==> config.mk <==
export PLATFORM = sky130hd
export DESIGN_NAME = decimal_string_to_float_top
export DESIGN_NICKNAME = d
export VERILOG_FILES = /design/src/hdl/dsf_pkg.sv /design/src/hdl/decimal_string_to_float_top.sv
export VERILOG_INCLUDE_DIRS = /design/src /design/src/hdl
export SDC_FILE = /design/constraint.sdc
export NUM_CORES = 2
export LEC_CHECK = 0
export BUFFER_PORTS_ARGS = -buffer_cell sky130_fd_sc_hd__buf_2
export CORE_MARGIN = 2
export CORE_UTILIZATION = 30
export CTS_CLUSTER_DIAMETER = 200
export DETAILED_ROUTE_END_ITERATION = 8
export GPL_ROUTABILITY_DRIVEN = 1
export SLEW_MARGIN = 20
export SYNTH_ARGS = -nofsm -noshare
export SYNTH_HDL_FRONTEND = slang
export SYNTH_SLANG_ARGS = --single-unit
==> constraint.sdc <==
create_clock -name clk -period 9.4 [get_ports clk]
set_input_delay 0.94 -clock clk [delete_from_list [all_inputs] [get_ports clk]]
set_output_delay 0.94 -clock clk [all_outputs]
set_load 0.02 [all_outputs]
==> src/hdl/decimal_string_to_float_top_assert.svh <==
// ----------------------------------------------------------------------------
// Assertion macros for the decimal string to float converter
// Both macros sample on clk and are disabled while rst_n is low.
// ----------------------------------------------------------------------------
`ifndef DECIMAL_STRING_TO_FLOAT_TOP_ASSERT_SVH
`define DECIMAL_STRING_TO_FLOAT_TOP_ASSERT_SVH

// Same-cycle implication.
`define DSF_ASSERT_NOW(label, ante, cons) \
    label: assert property (@(posedge clk) disable iff (!rst_n) (ante) |-> (cons)) \
        else $error("dsf assertion failed");

// Next-cycle implication.
`define DSF_ASSERT_NEXT(label, ante, cons) \
    label: assert property (@(posedge clk) disable iff (!rst_n) (ante) |=> (cons)) \
        else $error("dsf assertion failed");

`endif

==> src/hdl/dsf_pkg.sv <==
`timescale 1ns / 1ps
// ----------------------------------------------------------------------------
// dsf_pkg
// Constants, status codes and power-of-ten tables for the converter.
// ----------------------------------------------------------------------------
package dsf_pkg;

    localparam int MAX_SIG_DIGITS_DEF = 8;
    localparam int OFFSET_BITS_DEF    = 16;

    // Mantissa register width: holds up to nine decimal digits
    localparam int MANT_W = 30;
    localparam int SIG_W  = 24;
    localparam int POS_N  = 39;
    localparam int NEG_N  = 38;

    localparam logic [1:0] ST_OK    = 2'd0;
    localparam logic [1:0] ST_NONE  = 2'd1;
    localparam logic [1:0] ST_RANGE = 2'd2;

    localparam logic [7:0] CH_NUL   = 8'h00;
    localparam logic [7:0] CH_SPACE = 8'h20;
    localparam logic [7:0] CH_PLUS  = 8'h2B;
    localparam logic [7:0] CH_MINUS = 8'h2D;
    localparam logic [7:0] CH_DOT   = 8'h2E;
    localparam logic [7:0] CH_ZERO  = 8'h30;
    localparam logic [7:0] CH_NINE  = 8'h39;
    localparam logic [7:0] CH_UE    = 8'h45;
    localparam logic [7:0] CH_LE    = 8'h65;
    localparam logic [7:0] CH_UF    = 8'h46;
    localparam logic [7:0] CH_LF    = 8'h66;
    localparam logic [7:0] CH_UI    = 8'h49;
    localparam logic [7:0] CH_LI    = 8'h69;
    localparam logic [7:0] CH_UN    = 8'h4E;
    localparam logic [7:0] CH_LN    = 8'h6E;

    localparam logic [31:0] F32_INF = 32'h7F80_0000;

    // Correctly rounded binary32 of 10^k or 10^-k, evaluated at elaboration
    function automatic logic [31:0] pow10_bits(input int k, input bit neg);
        logic [255:0] den;
        logic [255:0] q;
        logic [255:0] rem;
        logic [23:0]  sig;
        logic         g;
        logic         st;
        logic [24:0]  r;
        int           p;
        int           e;
        int           i;
        int           sc;
        den = 256'd1;
        for (i = 0; i < k; i++)
        begin
            den = den * 256'd10;
        end
        q   = '0;
        rem = '0;
        sc  = 0;
        if (neg)
        begin
            // long division of 2^200 by 10^k
            sc = -200;
            for (i = 200; i >= 0; i--)
            begin
                rem = {rem[254:0], 1'(i == 200)};
                if (rem >= den)
                begin
                    rem  = rem - den;
                    q[i] = 1'b1;
                end
            end
        end
        else
        begin
            q = den;
        end
        p = 0;
        for (i = 0; i < 256; i++)
        begin
            if (q[i])
            begin
                p = i;
            end
        end
        if (p <= 23)
        begin
            sig = 24'(q << (23 - p));
            g   = 1'b0;
            st  = (rem != '0);
        end
        else
        begin
            sig = 24'(q >> (p - 23));
            g   = q[p - 24];
            st  = ((q & ((256'd1 << (p - 24)) - 256'd1)) != '0) || (rem != '0);
        end
        r = {1'b0, sig} + 25'(g & (st | sig[0]));
        e = 127 + p + sc;
        if (r[24])
        begin
            e = e + 1;
            r = r >> 1;
        end
        return {1'b0, 8'(e), r[22:0]};
    endfunction

    function automatic logic [POS_N*32-1:0] build_pos();
        logic [POS_N*32-1:0] t;
        int                  i;
        t = '0;
        for (i = 0; i < POS_N; i++)
        begin
            t[i*32 +: 32] = pow10_bits(i, 1'b0);
        end
        return t;
    endfunction

    function automatic logic [NEG_N*32-1:0] build_neg();
        logic [NEG_N*32-1:0] t;
        int                  i;
        t = '0;
        for (i = 0; i < NEG_N; i++)
        begin
            t[i*32 +: 32] = pow10_bits(i, 1'b1);
        end
        return t;
    endfunction

    localparam logic [POS_N*32-1:0] POS_TAB = build_pos();
    localparam logic [NEG_N*32-1:0] NEG_TAB = build_neg();

endpackage

==> src/hdl/decimal_string_to_float_top.sv <==
`timescale 1ns / 1ps
// Sequence: characters are scanned as they arrive; at the end of the number
//   come a decide step, a normalise step that shifts the leading one up bit by
//   bit, a rounding step and one or two multiplies, each with its own rounding.
// Throughput: one character per cycle, no input during conversion or while a
//   result waits. The shared 24x24 multiplier and normaliser run while input is held.
// Reset: asynchronous, active low; returns to the start of a string.
// ----------------------------------------------------------------------------
// decimal_string_to_float_top
// Character-serial decimal to binary32 converter with a shared multiplier.
// ----------------------------------------------------------------------------
`include "decimal_string_to_float_top_assert.svh"

module decimal_string_to_float_top #(
    parameter int MAX_SIG_DIGITS = dsf_pkg::MAX_SIG_DIGITS_DEF,
    parameter int OFFSET_BITS    = dsf_pkg::OFFSET_BITS_DEF
) (
    input  logic        clk,
    input  logic        rst_n,
    input  logic        ch_valid,
    output logic        ch_stall,
    input  logic [7:0]  ch,
    output logic        res_valid,
    input  logic        res_stall,
    output logic [31:0] result_bits,
    output logic [15:0] end_offset,
    output logic [1:0]  status
);
    import dsf_pkg::*;

    localparam int SH_W = $clog2(MANT_W);
    localparam logic [OFFSET_BITS-1:0] POS_MAX  = '1;
    localparam logic [3:0]             SIG_LIM  = 4'(MAX_SIG_DIGITS);
    localparam logic [8:0]             CVT_BIAS = 9'(127 + MANT_W - 1);
    localparam logic signed [15:0]     DEC_MIN  = 16'sh8000;
    localparam logic signed [15:0]     DEC_MAX  = 16'sh7FFF;

    typedef enum logic [2:0] {
        S_SCAN, S_PREP, S_NORM, S_CVT, S_MUL, S_RND
    } state_t;

    typedef enum logic [2:0] {
        PH_SPACES, PH_AFTER_SIGN, PH_INF, PH_MANT,
        PH_EXP_START, PH_EXP_SIGN, PH_EXP_DIGITS, PH_DONE
    } phase_t;

    state_t                  state_reg, state_next;
    phase_t                  phase_reg, phase_next;
    logic [MANT_W-1:0]       mant_reg, mant_next;
    logic [3:0]              sig_cnt_reg, sig_cnt_next;
    logic signed [15:0]      dec_exp_reg, dec_exp_next;
    logic                    neg_reg, neg_next;
    logic                    point_reg, point_next;
    logic [9:0]              exp_dig_reg, exp_dig_next;
    logic                    exp_neg_reg, exp_neg_next;
    logic [OFFSET_BITS-1:0]  pos_reg, pos_next;
    logic [1:0]              inf_reg, inf_next;
    logic                    term_reg, term_next;
    logic                    out_valid_reg, out_valid_next;
    logic [31:0]             bits_reg, bits_next;
    logic [15:0]             end_reg, end_next;
    logic [1:0]              status_reg, status_next;
    logic                    two_reg, two_next;
    logic                    pos_br_reg, pos_br_next;

    // datapath registers, no reset
    logic [MANT_W-1:0]       norm_reg, norm_next;
    logic [SH_W-1:0]         shift_reg, shift_next;
    logic [SIG_W-1:0]        a_sig_reg, a_sig_next;
    logic [8:0]              a_exp_reg, a_exp_next;
    logic [5:0]              idx_reg, idx_next;
    logic [3:0]              idx1_reg, idx1_next;
    logic [2*SIG_W-1:0]      prod_reg, prod_next;
    logic signed [10:0]      es_reg, es_next;

    // character decode
    logic                    ch_fire;
    logic                    is_digit;
    logic [7:0]              ch_off;
    logic [3:0]              dval;

    // digit accumulation
    logic [MANT_W-1:0]       mul10;
    logic [MANT_W-1:0]       mc_mant;
    logic [3:0]              mc_sig;
    logic signed [15:0]      mc_exp;
    logic                    mc_point;
    logic [9:0]              ed_next;
    logic signed [17:0]      dec18;
    logic signed [17:0]      ed18;
    logic signed [17:0]      dx;
    logic signed [15:0]      dec_final;

    // end offset
    logic [OFFSET_BITS:0]    end_raw;
    logic [OFFSET_BITS-1:0]  end_sat;
    logic [32:0]             end_w;

    // decide
    logic [3:0]              sig9;
    logic signed [17:0]      e_plus;
    logic signed [17:0]      mag;
    logic signed [17:0]      k_raw;
    logic [5:0]              k_clamp;

    // convert
    logic [SIG_W-1:0]        c_sig;
    logic                    c_g;
    logic                    c_st;
    logic [SIG_W:0]          c_r;

    // multiply and round
    logic [31:0]             b_bits;
    logic [SIG_W-1:0]        rs;
    logic                    rg;
    logic                    rst_b;
    logic signed [10:0]      re;
    logic signed [10:0]      re2;
    logic [SIG_W:0]          rr;
    logic [30:0]             res;

    assign ch_stall    = (state_reg != S_SCAN) || out_valid_reg;
    assign ch_fire     = ch_valid && !ch_stall;
    assign res_valid   = out_valid_reg;
    assign result_bits = bits_reg;
    assign end_offset  = end_reg;
    assign status      = status_reg;

    assign is_digit = (ch >= CH_ZERO) && (ch <= CH_NINE);
    assign ch_off   = ch - CH_ZERO;
    assign dval     = ch_off[3:0];

    // one significant digit or a point
    always_comb
    begin
        mul10    = MANT_W'({mant_reg, 3'b000}) + MANT_W'({mant_reg, 1'b0}) + MANT_W'(dval);
        mc_mant  = mant_reg;
        mc_sig   = sig_cnt_reg;
        mc_exp   = dec_exp_reg;
        mc_point = point_reg;
        if (ch == CH_DOT)
        begin
            mc_point = 1'b1;
        end
        else if (sig_cnt_reg < SIG_LIM)
        begin
            mc_mant = mul10;
            if (mul10 != '0)
            begin
                mc_sig = sig_cnt_reg + 4'd1;
            end
            if (point_reg && dec_exp_reg != DEC_MIN)
            begin
                mc_exp = dec_exp_reg - 16'sd1;
            end
        end
        else if (!point_reg && dec_exp_reg != DEC_MAX)
        begin
            mc_exp = dec_exp_reg + 16'sd1;
        end
    end

    // exponent digits stop growing once they reach 100
    assign ed_next = (exp_dig_reg < 10'd100)
                   ? 10'({exp_dig_reg, 3'b000} + {2'b00, exp_dig_reg, 1'b0} + 13'(dval))
                   : exp_dig_reg;

    always_comb
    begin
        dec18 = 18'(dec_exp_reg);
        ed18  = $signed({8'b0, exp_dig_reg});
        dx    = exp_neg_reg ? dec18 - ed18 : dec18 + ed18;
        if (dx > 18'sd32767)
        begin
            dec_final = DEC_MAX;
        end
        else if (dx < -18'sd32768)
        begin
            dec_final = DEC_MIN;
        end
        else
        begin
            dec_final = dx[15:0];
        end
    end

    assign end_sat = (end_raw > {1'b0, POS_MAX}) ? POS_MAX : end_raw[OFFSET_BITS-1:0];
    assign end_w   = 33'(end_sat);

    always_comb
    begin
        sig9    = (sig_cnt_reg > 4'd9) ? 4'd9 : sig_cnt_reg;
        e_plus  = 18'(dec_exp_reg) + $signed({14'b0, sig9});
        mag     = e_plus - 18'sd1;
        k_raw   = (dec_exp_reg < -16'sd37) ? -e_plus : -18'(dec_exp_reg);
        if (k_raw > 18'sd37)
        begin
            k_clamp = 6'd37;
        end
        else if (k_raw < 18'sd0)
        begin
            k_clamp = 6'd0;
        end
        else
        begin
            k_clamp = k_raw[5:0];
        end
    end

    always_comb
    begin
        c_sig = norm_reg[MANT_W-1 -: SIG_W];
        c_g   = norm_reg[MANT_W-SIG_W-1];
        c_st  = |norm_reg[MANT_W-SIG_W-2:0];
        c_r   = {1'b0, c_sig} + (SIG_W+1)'(c_g & (c_st | c_sig[0]));
    end

    always_comb
    begin
        if (two_reg)
        begin
            b_bits = NEG_TAB[32*int'(idx1_reg) +: 32];
        end
        else if (pos_br_reg)
        begin
            b_bits = POS_TAB[32*int'(idx_reg) +: 32];
        end
        else
        begin
            b_bits = NEG_TAB[32*int'(idx_reg) +: 32];
        end
    end

    // round the registered product to nearest even, flush below normal
    always_comb
    begin
        if (prod_reg[2*SIG_W-1])
        begin
            rs    = prod_reg[2*SIG_W-1 -: SIG_W];
            rg    = prod_reg[SIG_W-1];
            rst_b = |prod_reg[SIG_W-2:0];
            re    = es_reg + 11'sd1;
        end
        else
        begin
            rs    = prod_reg[2*SIG_W-2 -: SIG_W];
            rg    = prod_reg[SIG_W-2];
            rst_b = |prod_reg[SIG_W-3:0];
            re    = es_reg;
        end
        rr  = {1'b0, rs} + (SIG_W+1)'(rg & (rst_b | rs[0]));
        re2 = rr[SIG_W] ? re + 11'sd1 : re;
        if (re >= 11'sd1)
        begin
            if (re2 >= 11'sd255)
            begin
                res = F32_INF[30:0];
            end
            else
            begin
                res = {re2[7:0], (rr[SIG_W] ? 23'd0 : rr[22:0])};
            end
        end
        else if (re == 11'sd0 && (&rs))
        begin
            // rounds up to the smallest normal
            res = 31'h0080_0000;
        end
        else
        begin
            res = '0;
        end
    end

    always_comb
    begin
        state_next     = state_reg;
        phase_next     = phase_reg;
        mant_next      = mant_reg;
        sig_cnt_next   = sig_cnt_reg;
        dec_exp_next   = dec_exp_reg;
        neg_next       = neg_reg;
        point_next     = point_reg;
        exp_dig_next   = exp_dig_reg;
        exp_neg_next   = exp_neg_reg;
        pos_next       = pos_reg;
        inf_next       = inf_reg;
        term_next      = term_reg;
        out_valid_next = out_valid_reg && res_stall;
        bits_next      = bits_reg;
        end_next       = end_reg;
        status_next    = status_reg;
        two_next       = two_reg;
        pos_br_next    = pos_br_reg;
        norm_next      = norm_reg;
        shift_next     = shift_reg;
        a_sig_next     = a_sig_reg;
        a_exp_next     = a_exp_reg;
        idx_next       = idx_reg;
        idx1_next      = idx1_reg;
        prod_next      = prod_reg;
        es_next        = es_reg;
        end_raw        = '0;

        unique case (state_reg)
            S_SCAN:
            begin
                if (ch_fire)
                begin
                    pos_next  = (pos_reg != POS_MAX) ? pos_reg + 1'b1 : pos_reg;
                    term_next = (ch == CH_NUL);
                    unique case (phase_reg) inside
                        PH_SPACES, PH_AFTER_SIGN:
                        begin
                            if (phase_reg == PH_SPACES && ch == CH_SPACE)
                            begin
                                // skip leading space
                                phase_next = PH_SPACES;
                            end
                            else if (phase_reg == PH_SPACES && ch == CH_PLUS)
                            begin
                                phase_next = PH_AFTER_SIGN;
                            end
                            else if (phase_reg == PH_SPACES && ch == CH_MINUS)
                            begin
                                neg_next   = 1'b1;
                                phase_next = PH_AFTER_SIGN;
                            end
                            else if (ch == CH_LI || ch == CH_UI)
                            begin
                                phase_next = PH_INF;
                                inf_next   = 2'd1;
                            end
                            else if (is_digit || ch == CH_DOT)
                            begin
                                phase_next   = PH_MANT;
                                mant_next    = mc_mant;
                                sig_cnt_next = mc_sig;
                                dec_exp_next = mc_exp;
                                point_next   = mc_point;
                            end
                            else
                            begin
                                bits_next      = '0;
                                end_next       = '0;
                                status_next    = ST_NONE;
                                out_valid_next = 1'b1;
                                phase_next     = PH_DONE;
                            end
                        end
                        PH_INF:
                        begin
                            if (inf_reg == 2'd1 && (ch == CH_LN || ch == CH_UN))
                            begin
                                inf_next = 2'd2;
                            end
                            else if (inf_reg == 2'd2 && (ch == CH_LF || ch == CH_UF))
                            begin
                                end_raw        = {1'b0, pos_reg} + 1'b1;
                                bits_next      = {neg_reg, F32_INF[30:0]};
                                end_next       = end_w[15:0];
                                status_next    = ST_OK;
                                out_valid_next = 1'b1;
                                phase_next     = PH_DONE;
                            end
                            else
                            begin
                                bits_next      = '0;
                                end_next       = '0;
                                status_next    = ST_NONE;
                                out_valid_next = 1'b1;
                                phase_next     = PH_DONE;
                            end
                        end
                        PH_MANT:
                        begin
                            if (is_digit || (ch == CH_DOT && !point_reg))
                            begin
                                mant_next    = mc_mant;
                                sig_cnt_next = mc_sig;
                                dec_exp_next = mc_exp;
                                point_next   = mc_point;
                            end
                            else if (ch == CH_LE || ch == CH_UE)
                            begin
                                phase_next = PH_EXP_START;
                            end
                            else
                            begin
                                end_raw    = {1'b0, pos_reg};
                                end_next   = end_w[15:0];
                                state_next = S_PREP;
                            end
                        end
                        PH_EXP_START:
                        begin
                            if (ch == CH_PLUS || ch == CH_MINUS)
                            begin
                                exp_neg_next = (ch == CH_MINUS);
                                phase_next   = PH_EXP_SIGN;
                            end
                            else if (is_digit)
                            begin
                                exp_dig_next = ed_next;
                                phase_next   = PH_EXP_DIGITS;
                            end
                            else
                            begin
                                end_raw    = {1'b0, pos_reg};
                                end_next   = end_w[15:0];
                                state_next = S_PREP;
                            end
                        end
                        PH_EXP_SIGN:
                        begin
                            if (is_digit)
                            begin
                                exp_dig_next = ed_next;
                                phase_next   = PH_EXP_DIGITS;
                            end
                            else
                            begin
                                // drop the sign from the consumed count
                                end_raw    = {1'b0, pos_reg} - 1'b1;
                                end_next   = end_w[15:0];
                                state_next = S_PREP;
                            end
                        end
                        PH_EXP_DIGITS:
                        begin
                            if (is_digit)
                            begin
                                exp_dig_next = ed_next;
                            end
                            else
                            begin
                                dec_exp_next = dec_final;
                                end_raw      = {1'b0, pos_reg};
                                end_next     = end_w[15:0];
                                state_next   = S_PREP;
                            end
                        end
                        default:
                        begin
                            phase_next = PH_DONE;
                        end
                    endcase

                    // a terminator that closes or follows a result opens a new string
                    if (ch == CH_NUL && (out_valid_next || phase_reg == PH_DONE))
                    begin
                        phase_next   = PH_SPACES;
                        mant_next    = '0;
                        sig_cnt_next = '0;
                        dec_exp_next = '0;
                        neg_next     = 1'b0;
                        point_next   = 1'b0;
                        exp_dig_next = '0;
                        exp_neg_next = 1'b0;
                        pos_next     = '0;
                        inf_next     = '0;
                    end
                end
            end
            S_PREP:
            begin
                norm_next  = mant_reg;
                shift_next = '0;
                two_next   = 1'b0;
                idx1_next  = sig9;
                idx_next   = k_clamp;
                if (mant_reg == '0)
                begin
                    bits_next      = {neg_reg, 31'd0};
                    status_next    = ST_OK;
                    out_valid_next = 1'b1;
                    state_next     = S_SCAN;
                end
                else if (mag > 18'sd38 || mag < -18'sd38)
                begin
                    bits_next      = {neg_reg, 31'd0};
                    status_next    = ST_RANGE;
                    out_valid_next = 1'b1;
                    state_next     = S_SCAN;
                end
                else if (dec_exp_reg >= 16'sd0)
                begin
                    pos_br_next = 1'b1;
                    idx_next    = dec_exp_reg[5:0];
                    state_next  = S_NORM;
                end
                else
                begin
                    pos_br_next = 1'b0;
                    two_next    = (dec_exp_reg < -16'sd37);
                    state_next  = S_NORM;
                end
                if (state_next == S_SCAN)
                begin
                    phase_next = PH_DONE;
                    if (term_reg)
                    begin
                        phase_next   = PH_SPACES;
                        mant_next    = '0;
                        sig_cnt_next = '0;
                        dec_exp_next = '0;
                        neg_next     = 1'b0;
                        point_next   = 1'b0;
                        exp_dig_next = '0;
                        exp_neg_next = 1'b0;
                        pos_next     = '0;
                        inf_next     = '0;
                    end
                end
            end
            S_NORM:
            begin
                // advance one bit a cycle until the leading one reaches the top
                if (norm_reg[MANT_W-1])
                begin
                    state_next = S_CVT;
                end
                else
                begin
                    norm_next  = {norm_reg[MANT_W-2:0], 1'b0};
                    shift_next = shift_reg + 1'b1;
                end
            end
            S_CVT:
            begin
                if (c_r[SIG_W])
                begin
                    a_sig_next = {1'b1, {(SIG_W-1){1'b0}}};
                    a_exp_next = CVT_BIAS - 9'(shift_reg) + 9'd1;
                end
                else
                begin
                    a_sig_next = c_r[SIG_W-1:0];
                    a_exp_next = CVT_BIAS - 9'(shift_reg);
                end
                state_next = S_MUL;
            end
            S_MUL:
            begin
                prod_next  = (2*SIG_W)'(a_sig_reg) * (2*SIG_W)'({1'b1, b_bits[22:0]});
                es_next    = $signed({2'b00, a_exp_reg}) + $signed({3'b000, b_bits[30:23]})
                           - 11'sd127;
                state_next = S_RND;
            end
            S_RND:
            begin
                if (two_reg)
                begin
                    a_sig_next = {1'b1, res[22:0]};
                    a_exp_next = {1'b0, res[30:23]};
                    two_next   = 1'b0;
                    state_next = S_MUL;
                end
                else
                begin
                    if (res[30:23] == 8'hFF || res[30:23] == 8'h00)
                    begin
                        bits_next   = {neg_reg, 31'd0};
                        status_next = ST_RANGE;
                    end
                    else
                    begin
                        bits_next   = {neg_reg, res};
                        status_next = ST_OK;
                    end
                    out_valid_next = 1'b1;
                    state_next     = S_SCAN;
                    phase_next     = PH_DONE;
                    if (term_reg)
                    begin
                        phase_next   = PH_SPACES;
                        mant_next    = '0;
                        sig_cnt_next = '0;
                        dec_exp_next = '0;
                        neg_next     = 1'b0;
                        point_next   = 1'b0;
                        exp_dig_next = '0;
                        exp_neg_next = 1'b0;
                        pos_next     = '0;
                        inf_next     = '0;
                    end
                end
            end
            default:
            begin
                state_next = S_SCAN;
            end
        endcase
    end

    always_ff @(posedge clk or negedge rst_n)
    begin
        if (!rst_n)
        begin
            state_reg     <= S_SCAN;
            phase_reg     <= PH_SPACES;
            mant_reg      <= '0;
            sig_cnt_reg   <= '0;
            dec_exp_reg   <= '0;
            neg_reg       <= 1'b0;
            point_reg     <= 1'b0;
            exp_dig_reg   <= '0;
            exp_neg_reg   <= 1'b0;
            pos_reg       <= '0;
            inf_reg       <= '0;
            term_reg      <= 1'b0;
            two_reg       <= 1'b0;
            pos_br_reg    <= 1'b0;
            out_valid_reg <= 1'b0;
            bits_reg      <= '0;
            end_reg       <= '0;
            status_reg    <= ST_OK;
        end
        else
        begin
            state_reg     <= state_next;
            phase_reg     <= phase_next;
            mant_reg      <= mant_next;
            sig_cnt_reg   <= sig_cnt_next;
            dec_exp_reg   <= dec_exp_next;
            neg_reg       <= neg_next;
            point_reg     <= point_next;
            exp_dig_reg   <= exp_dig_next;
            exp_neg_reg   <= exp_neg_next;
            pos_reg       <= pos_next;
            inf_reg       <= inf_next;
            term_reg      <= term_next;
            two_reg       <= two_next;
            pos_br_reg    <= pos_br_next;
            out_valid_reg <= out_valid_next;
            bits_reg      <= bits_next;
            end_reg       <= end_next;
            status_reg    <= status_next;
        end
    end

    always_ff @(posedge clk)
    begin
        norm_reg  <= norm_next;
        shift_reg <= shift_next;
        a_sig_reg <= a_sig_next;
        a_exp_reg <= a_exp_next;
        idx_reg   <= idx_next;
        idx1_reg  <= idx1_next;
        prod_reg  <= prod_next;
        es_reg    <= es_next;
    end

    `DSF_ASSERT_NOW(a_norm_nonzero, state_reg == S_NORM, norm_reg != '0)
    `DSF_ASSERT_NOW(a_no_result_in_conv, state_reg != S_SCAN, !out_valid_reg)
    `DSF_ASSERT_NOW(a_sig_bounded, 1'b1, sig_cnt_reg <= SIG_LIM)
    `DSF_ASSERT_NOW(a_status_code, out_valid_reg, status_reg <= ST_RANGE)
    `DSF_ASSERT_NEXT(a_done_holds, ch_fire && phase_reg == PH_DONE && ch != CH_NUL, phase_reg == PH_DONE && !out_valid_reg)

endmodule

### Yosys cells after proc, flatten, opt, wreduce, memory -nomap -nowiden

Cells that the tools add are included.

* register bits: 278
* bits of input ports: 12
* output and inout port bits: 52
* word-level logic and storage cells: 462

* $add $sub $neg: 26
* multipliers: 1
* magnitude comparators: 16
* equality and inequality tests: 82
* shift operators: 3
* muxes and demuxes: 240
* bitwise gates (word level): 6
* reductions and logical operators: 61

Operators with widths (number)
* indexed part select 1248 x 12 -> 31 bit (first input constant): 1
* indexed part select 1216 x 10 -> 31 bit (first input constant): 1
* indexed part select 1216 x 12 -> 31 bit (first input constant): 1
* two-way mux 16 bit: 40
* two-way mux 30 bit: 14
* two-way mux 32 bit: 11
* two-way mux 31 bit: 5
* one-hot mux 16 bit (3 select lines): 3
* one-hot mux 30 bit (2 select lines): 2
* two-way mux 24 bit: 4
* one-hot mux 32 bit (3 select lines): 1
* one-hot mux 30 bit (3 select lines): 1
* two-way mux 17 bit: 5
* one-hot mux 17 bit (5 select lines): 1
* two-way mux 10 bit: 8
* one-hot mux 16 bit (5 select lines): 1
* two-way mux 3 bit: 23
* == test 8 x 7 -> 1 bit (second input constant): 8
* one-hot mux 32 bit (2 select lines): 1
* two-way mux 4 bit: 15
* != test 4 bit (second input constant): 15
* != test 3 bit (second input constant): 17
* adder 24 x 1 -> 25 bit: 2
* multiplier 24 x 24 -> 48 bit: 1
* 98 further kinds: 254

### Logic depth before layout (Yosys ltp)

* depth after elaboration: 16
* gate-level depth with buffers: 43
* mapped depth without buffers: 39

### Worst setup path before layout

No wires, ideal clock.

* path type: register to register
* start: reg pos_br_reg
* end: reg prod_reg[45] (data pin)
* library setup time: 0.265 ns
* data arrival time: 9.570 ns
* data required time: 9.135 ns
* setup slack: -0.435 ns
* cell stages (with the launch flop): 41
* path buffers: 3
* clock period less this slack: 9.835 ns
* cells stage by stage: dfrtp_1 -> clkbuf_1 -> clkinv_1 -> ha_1 -> or2_2 -> clkbuf_1 -> nand2_1 -> a21oi_1 -> mux4_2 -> o22ai_1 -> nor2_1 -> a31oi_1 -> clkbuf_1 -> nand2_1 -> fa_1 -> inv_1 -> fa_1 -> inv_1 -> (+5 left out) -> inv_1 -> fa_1 -> inv_1 -> fa_1 -> inv_1 -> ha_1 -> a21o_1 -> a21o_1 -> a21oi_1 -> o32ai_1 -> o41ai_1 -> o31ai_1 -> a31oi_1 -> or4b_2 -> a21oi_1 -> nand4_1 -> a32oi_1 -> xor2_1

* cells in the longest elaborated chain, start to end: 3

Ends and longest elaborated chain
* start, declared: line decimal_string_to_float_top.sv:64 `logic pos_br_reg, pos_br_next;`
* start signal, assigned: line decimal_string_to_float_top.sv:634 `pos_br_reg <= pos_br_next;`
* two-way mux 31 bit: line decimal_string_to_float_top.sv:224 `else if (pos_br_reg)`
* two-way mux 31 bit: line decimal_string_to_float_top.sv:220 `if (two_reg)`
* multiplier 24 x 24 -> 48 bit: line decimal_string_to_float_top.sv:545 `prod_next = (2*SIG_W)'(a_sig_reg) * (2*SIG_W)'({1'b1, b_bits[22:0]});`
* end signal, assigned: line decimal_string_to_float_top.sv:650 `prod_reg <= prod_next;`
* end, declared: line decimal_string_to_float_top.sv:73 `logic [2*SIG_W-1:0] prod_reg, prod_next;`

No other way between the ends.
A chain may end at the register's enable or synchronous reset.

### Worst setup path in the final report

* start: reg idx_reg[0]
* end: reg prod_reg[45] (data pin)

* cells in the longest elaborated chain, start to end: 4
* elaborated cells between the ends (all ways): 5
* classes of those cells: mul: 1; shift: 2; mux: 2

Ends and longest elaborated chain
* start, declared: line decimal_string_to_float_top.sv:71 `logic [5:0] idx_reg, idx_next;`
* start signal, assigned: line decimal_string_to_float_top.sv:648 `idx_reg <= idx_next;`
* indexed part select 1248 x 12 -> 31 bit or indexed part select 1216 x 12 -> 31 bit (tied branches): line decimal_string_to_float_top.sv:226, decimal_string_to_float_top.sv:230
* two-way mux 31 bit *: line decimal_string_to_float_top.sv:224
* two-way mux 31 bit *: line decimal_string_to_float_top.sv:220
* multiplier 24 x 24 -> 48 bit *: line decimal_string_to_float_top.sv:545

Mark *: on every way between the ends. The rest lies on a longest branch, timed or not.

==> results.toml <==
[yosys]
synth_edf_count = 137
synth_fa_ha_area_frac = 0.320
ys_ff_latch = 278
synth_top_family_by_area = "adder cells"
synth-xor-area-share = 0.0446
yosysWarnings = 0
syn-num-nets = 6130
synth_cell_types = 109
synth_seq_area_share = 0.174
synth.area.mux_share = 0.0179
yosys.area_share.simple = 0.201
synth_area_sq_um = 44000
synth-compound-area-share = 0.156
synth_flop_cell = "dfrtp_1"
avgSynthCellArea_sq_um = 8.31
synth-async-reset-ratio = 0.507
syn_inst = 5287

[clocking]
holdBufCountCts = 0
cts.sink_count = 278
numCtsBuffers = 35
cts_root_buf = "clkbuf_16"
clk_pin_slew_ps = 60
clockBufferDepth = 3
cts_tree = "built"
h-tree-depth = 2
clk_latency_ps = 570

[sta]
clock_skew_ps = 30.3
drv_slew = 0
finalSetupViolCount = 0
min_period_ps = 9170
worstMarginPinSlew_ps = 1170
max_clock_freq_mhz = 109
hold_ws_ps = 350
slew_headroom = 0.220
hold_violations = 0
period_share = 0.975

[drt]
drt-initial-drc-count = 3054
drcViolationCount = 0
routed_wl_mm = 141
routed_via_density = 5.23
post_drt_wl_per_cell_microns = 18.9
vias = 39000
drt_pre_antenna_iters = 8
ant_nets = 0

[layout]
final_core_util = 0.352
final_cell_mix = "nand2_1, inv_1, fa_1, buf_4, ha_1"
nets = 6362
area_growth_pct = 16.6
layout_commonest_cell = "nand2_1"
largest_reg_flops = 48
layout-drive-gt1-share = 0.136
design_area_sq_um = 51300

[job]
cap_violations = 0

[die]
ios = 64
die_width_microns = 387
dieArea_sq_um = 150000
rows = 140
start_util = 0.302
die_y_microns = 387
core_sq_um = 146000

[worst_setup_path]
required_ps = 9700
crit_top_cell = "fa_1"
critPathMaxStageDelay_ps = 540
cp.arrival_ps = 9470
critical_path.startpoint_type = "register"
end_kind = "register"
path_class = "reg2reg"
critPathMaxFanout = 6
slowest_stage = "fa_1"

[min_path]
hold_path_class = "in2async"

[place]
numPortBuffers = 63
dpl_cell_area_sq_um = 49000
place_hpwl_mm = 111
place.gp.congestion = 0.953

[grt]
track_usage = 0.185
grt_pass1_vias = 38800
grt_antenna_before_repair = 5
grt_remaining_overflow = 0
grt_pass1_wl_mm = 223
grt_max_degree = 67

[run_status]
status = "completed"
## final timing paths
kind	endpoint	cells past startpoint	slack [ps]	startpoint
max reg2reg	prod_reg[45]	37	230	idx_reg[0]
min in group clk	end_offset[8]	2	470	end_offset[8]
max in group asynchronous	exp_dig_reg[1]	2	7850	rst_n
max	prod_reg[45]	37	230	idx_reg[0]
min	result_bits[21]	1	350	rst_n
min reg2reg	end_offset[8]	2	470	end_offset[8]
## cells by family after synthesis
| kind of cell | after synthesis |
|---|---|
| other cells | 1 |
| mux | 70 |
| simple gates | 1820 |
| xor+xnor | 224 |
| flops | 278 |
| compound gates | 1067 |
| buf+inv | 996 |
| fa+ha+maj | 831 |
## critical path: cells and delay by family, from the launching register on
family | cells | cell delay (ps)
adder cells (fa/ha/maj) | 9 | 4100
AO/OA/AOI/OAI | 9 | 1400
AND/OR/NAND/NOR | 7 | 1220
buffers and inverters | 10 | 1160
multiplexers | 1 | 490
flip-flops | 1 | 410
XOR/XNOR | 1 | 90
## synthesized netlist by cell type, types with 40 or more instances
cell	instances	area share
a211oi_1	43	0.0073
xnor2_1	140	0.028
and3_1	40	0.0057
nand2_1	746	0.064
o31ai_1	66	0.011
fa_1	490	0.22
inv_1	689	0.059
a31oi_1	48	0.0068
nand3_1	114	0.013
clkbuf_1	252	0.022
nor2b_1	87	0.012
edfxtp_1	137	0.094
xor2_1	84	0.017
nand4_1	40	0.0057
dfrtp_1	141	0.080
a21o_1	61	0.010
a21oi_1	249	0.028
nor2_1	261	0.022
o21ai_0	280	0.032
nor3_1	97	0.011
nand2b_1	113	0.016
and2_1	167	0.024
ha_1	341	0.097
## stage by stage
step                worst slack, ps  std cells  setup TNS, ps
floorplan                      14.8       5287              0
CTS                           -47.6       7430          -47.6
global route                   -109       7462           -221
detailed placement             -604       7359          -4700
global placement               -339       7358          -1610
finish                          233       7463              0
## area by class of cell
class	count	area, sq um
diodes	3	7.51
clock buffers	40	905
clock inverters	21	216
fillers	14900	94300
inverters	693	2600
multi-input cells	4014	33300
flip-flops and latches	278	7640
well taps	1917	2400
repair buffers	497	4200
## metal layers
layer / track usage / share of wire / vias up
li1: - / - / 18100
met2: 0.302 / 0.46 / 1330
met4: 0.0540 / 0.032 / 4
met1: 0.256 / 0.44 / 19300
met3: 0.0206 / 0.060 / 219
met5: 0 / 0.00015 / -
## timing repair
| action | in CTS | in global routing |
|---|---|---|
| pin swaps | 10 | 83 |
| endpoints found under the setup margin | 16 | 15 |
| cloned | 1 | 3 |
| gates resized for setup | 38 | 142 |
| buffers inserted | 9 | 27 |
Power is left out: the tool's default activity adds up to more than one toggle a clock period on the data nets, which glitch-free logic cannot reach.
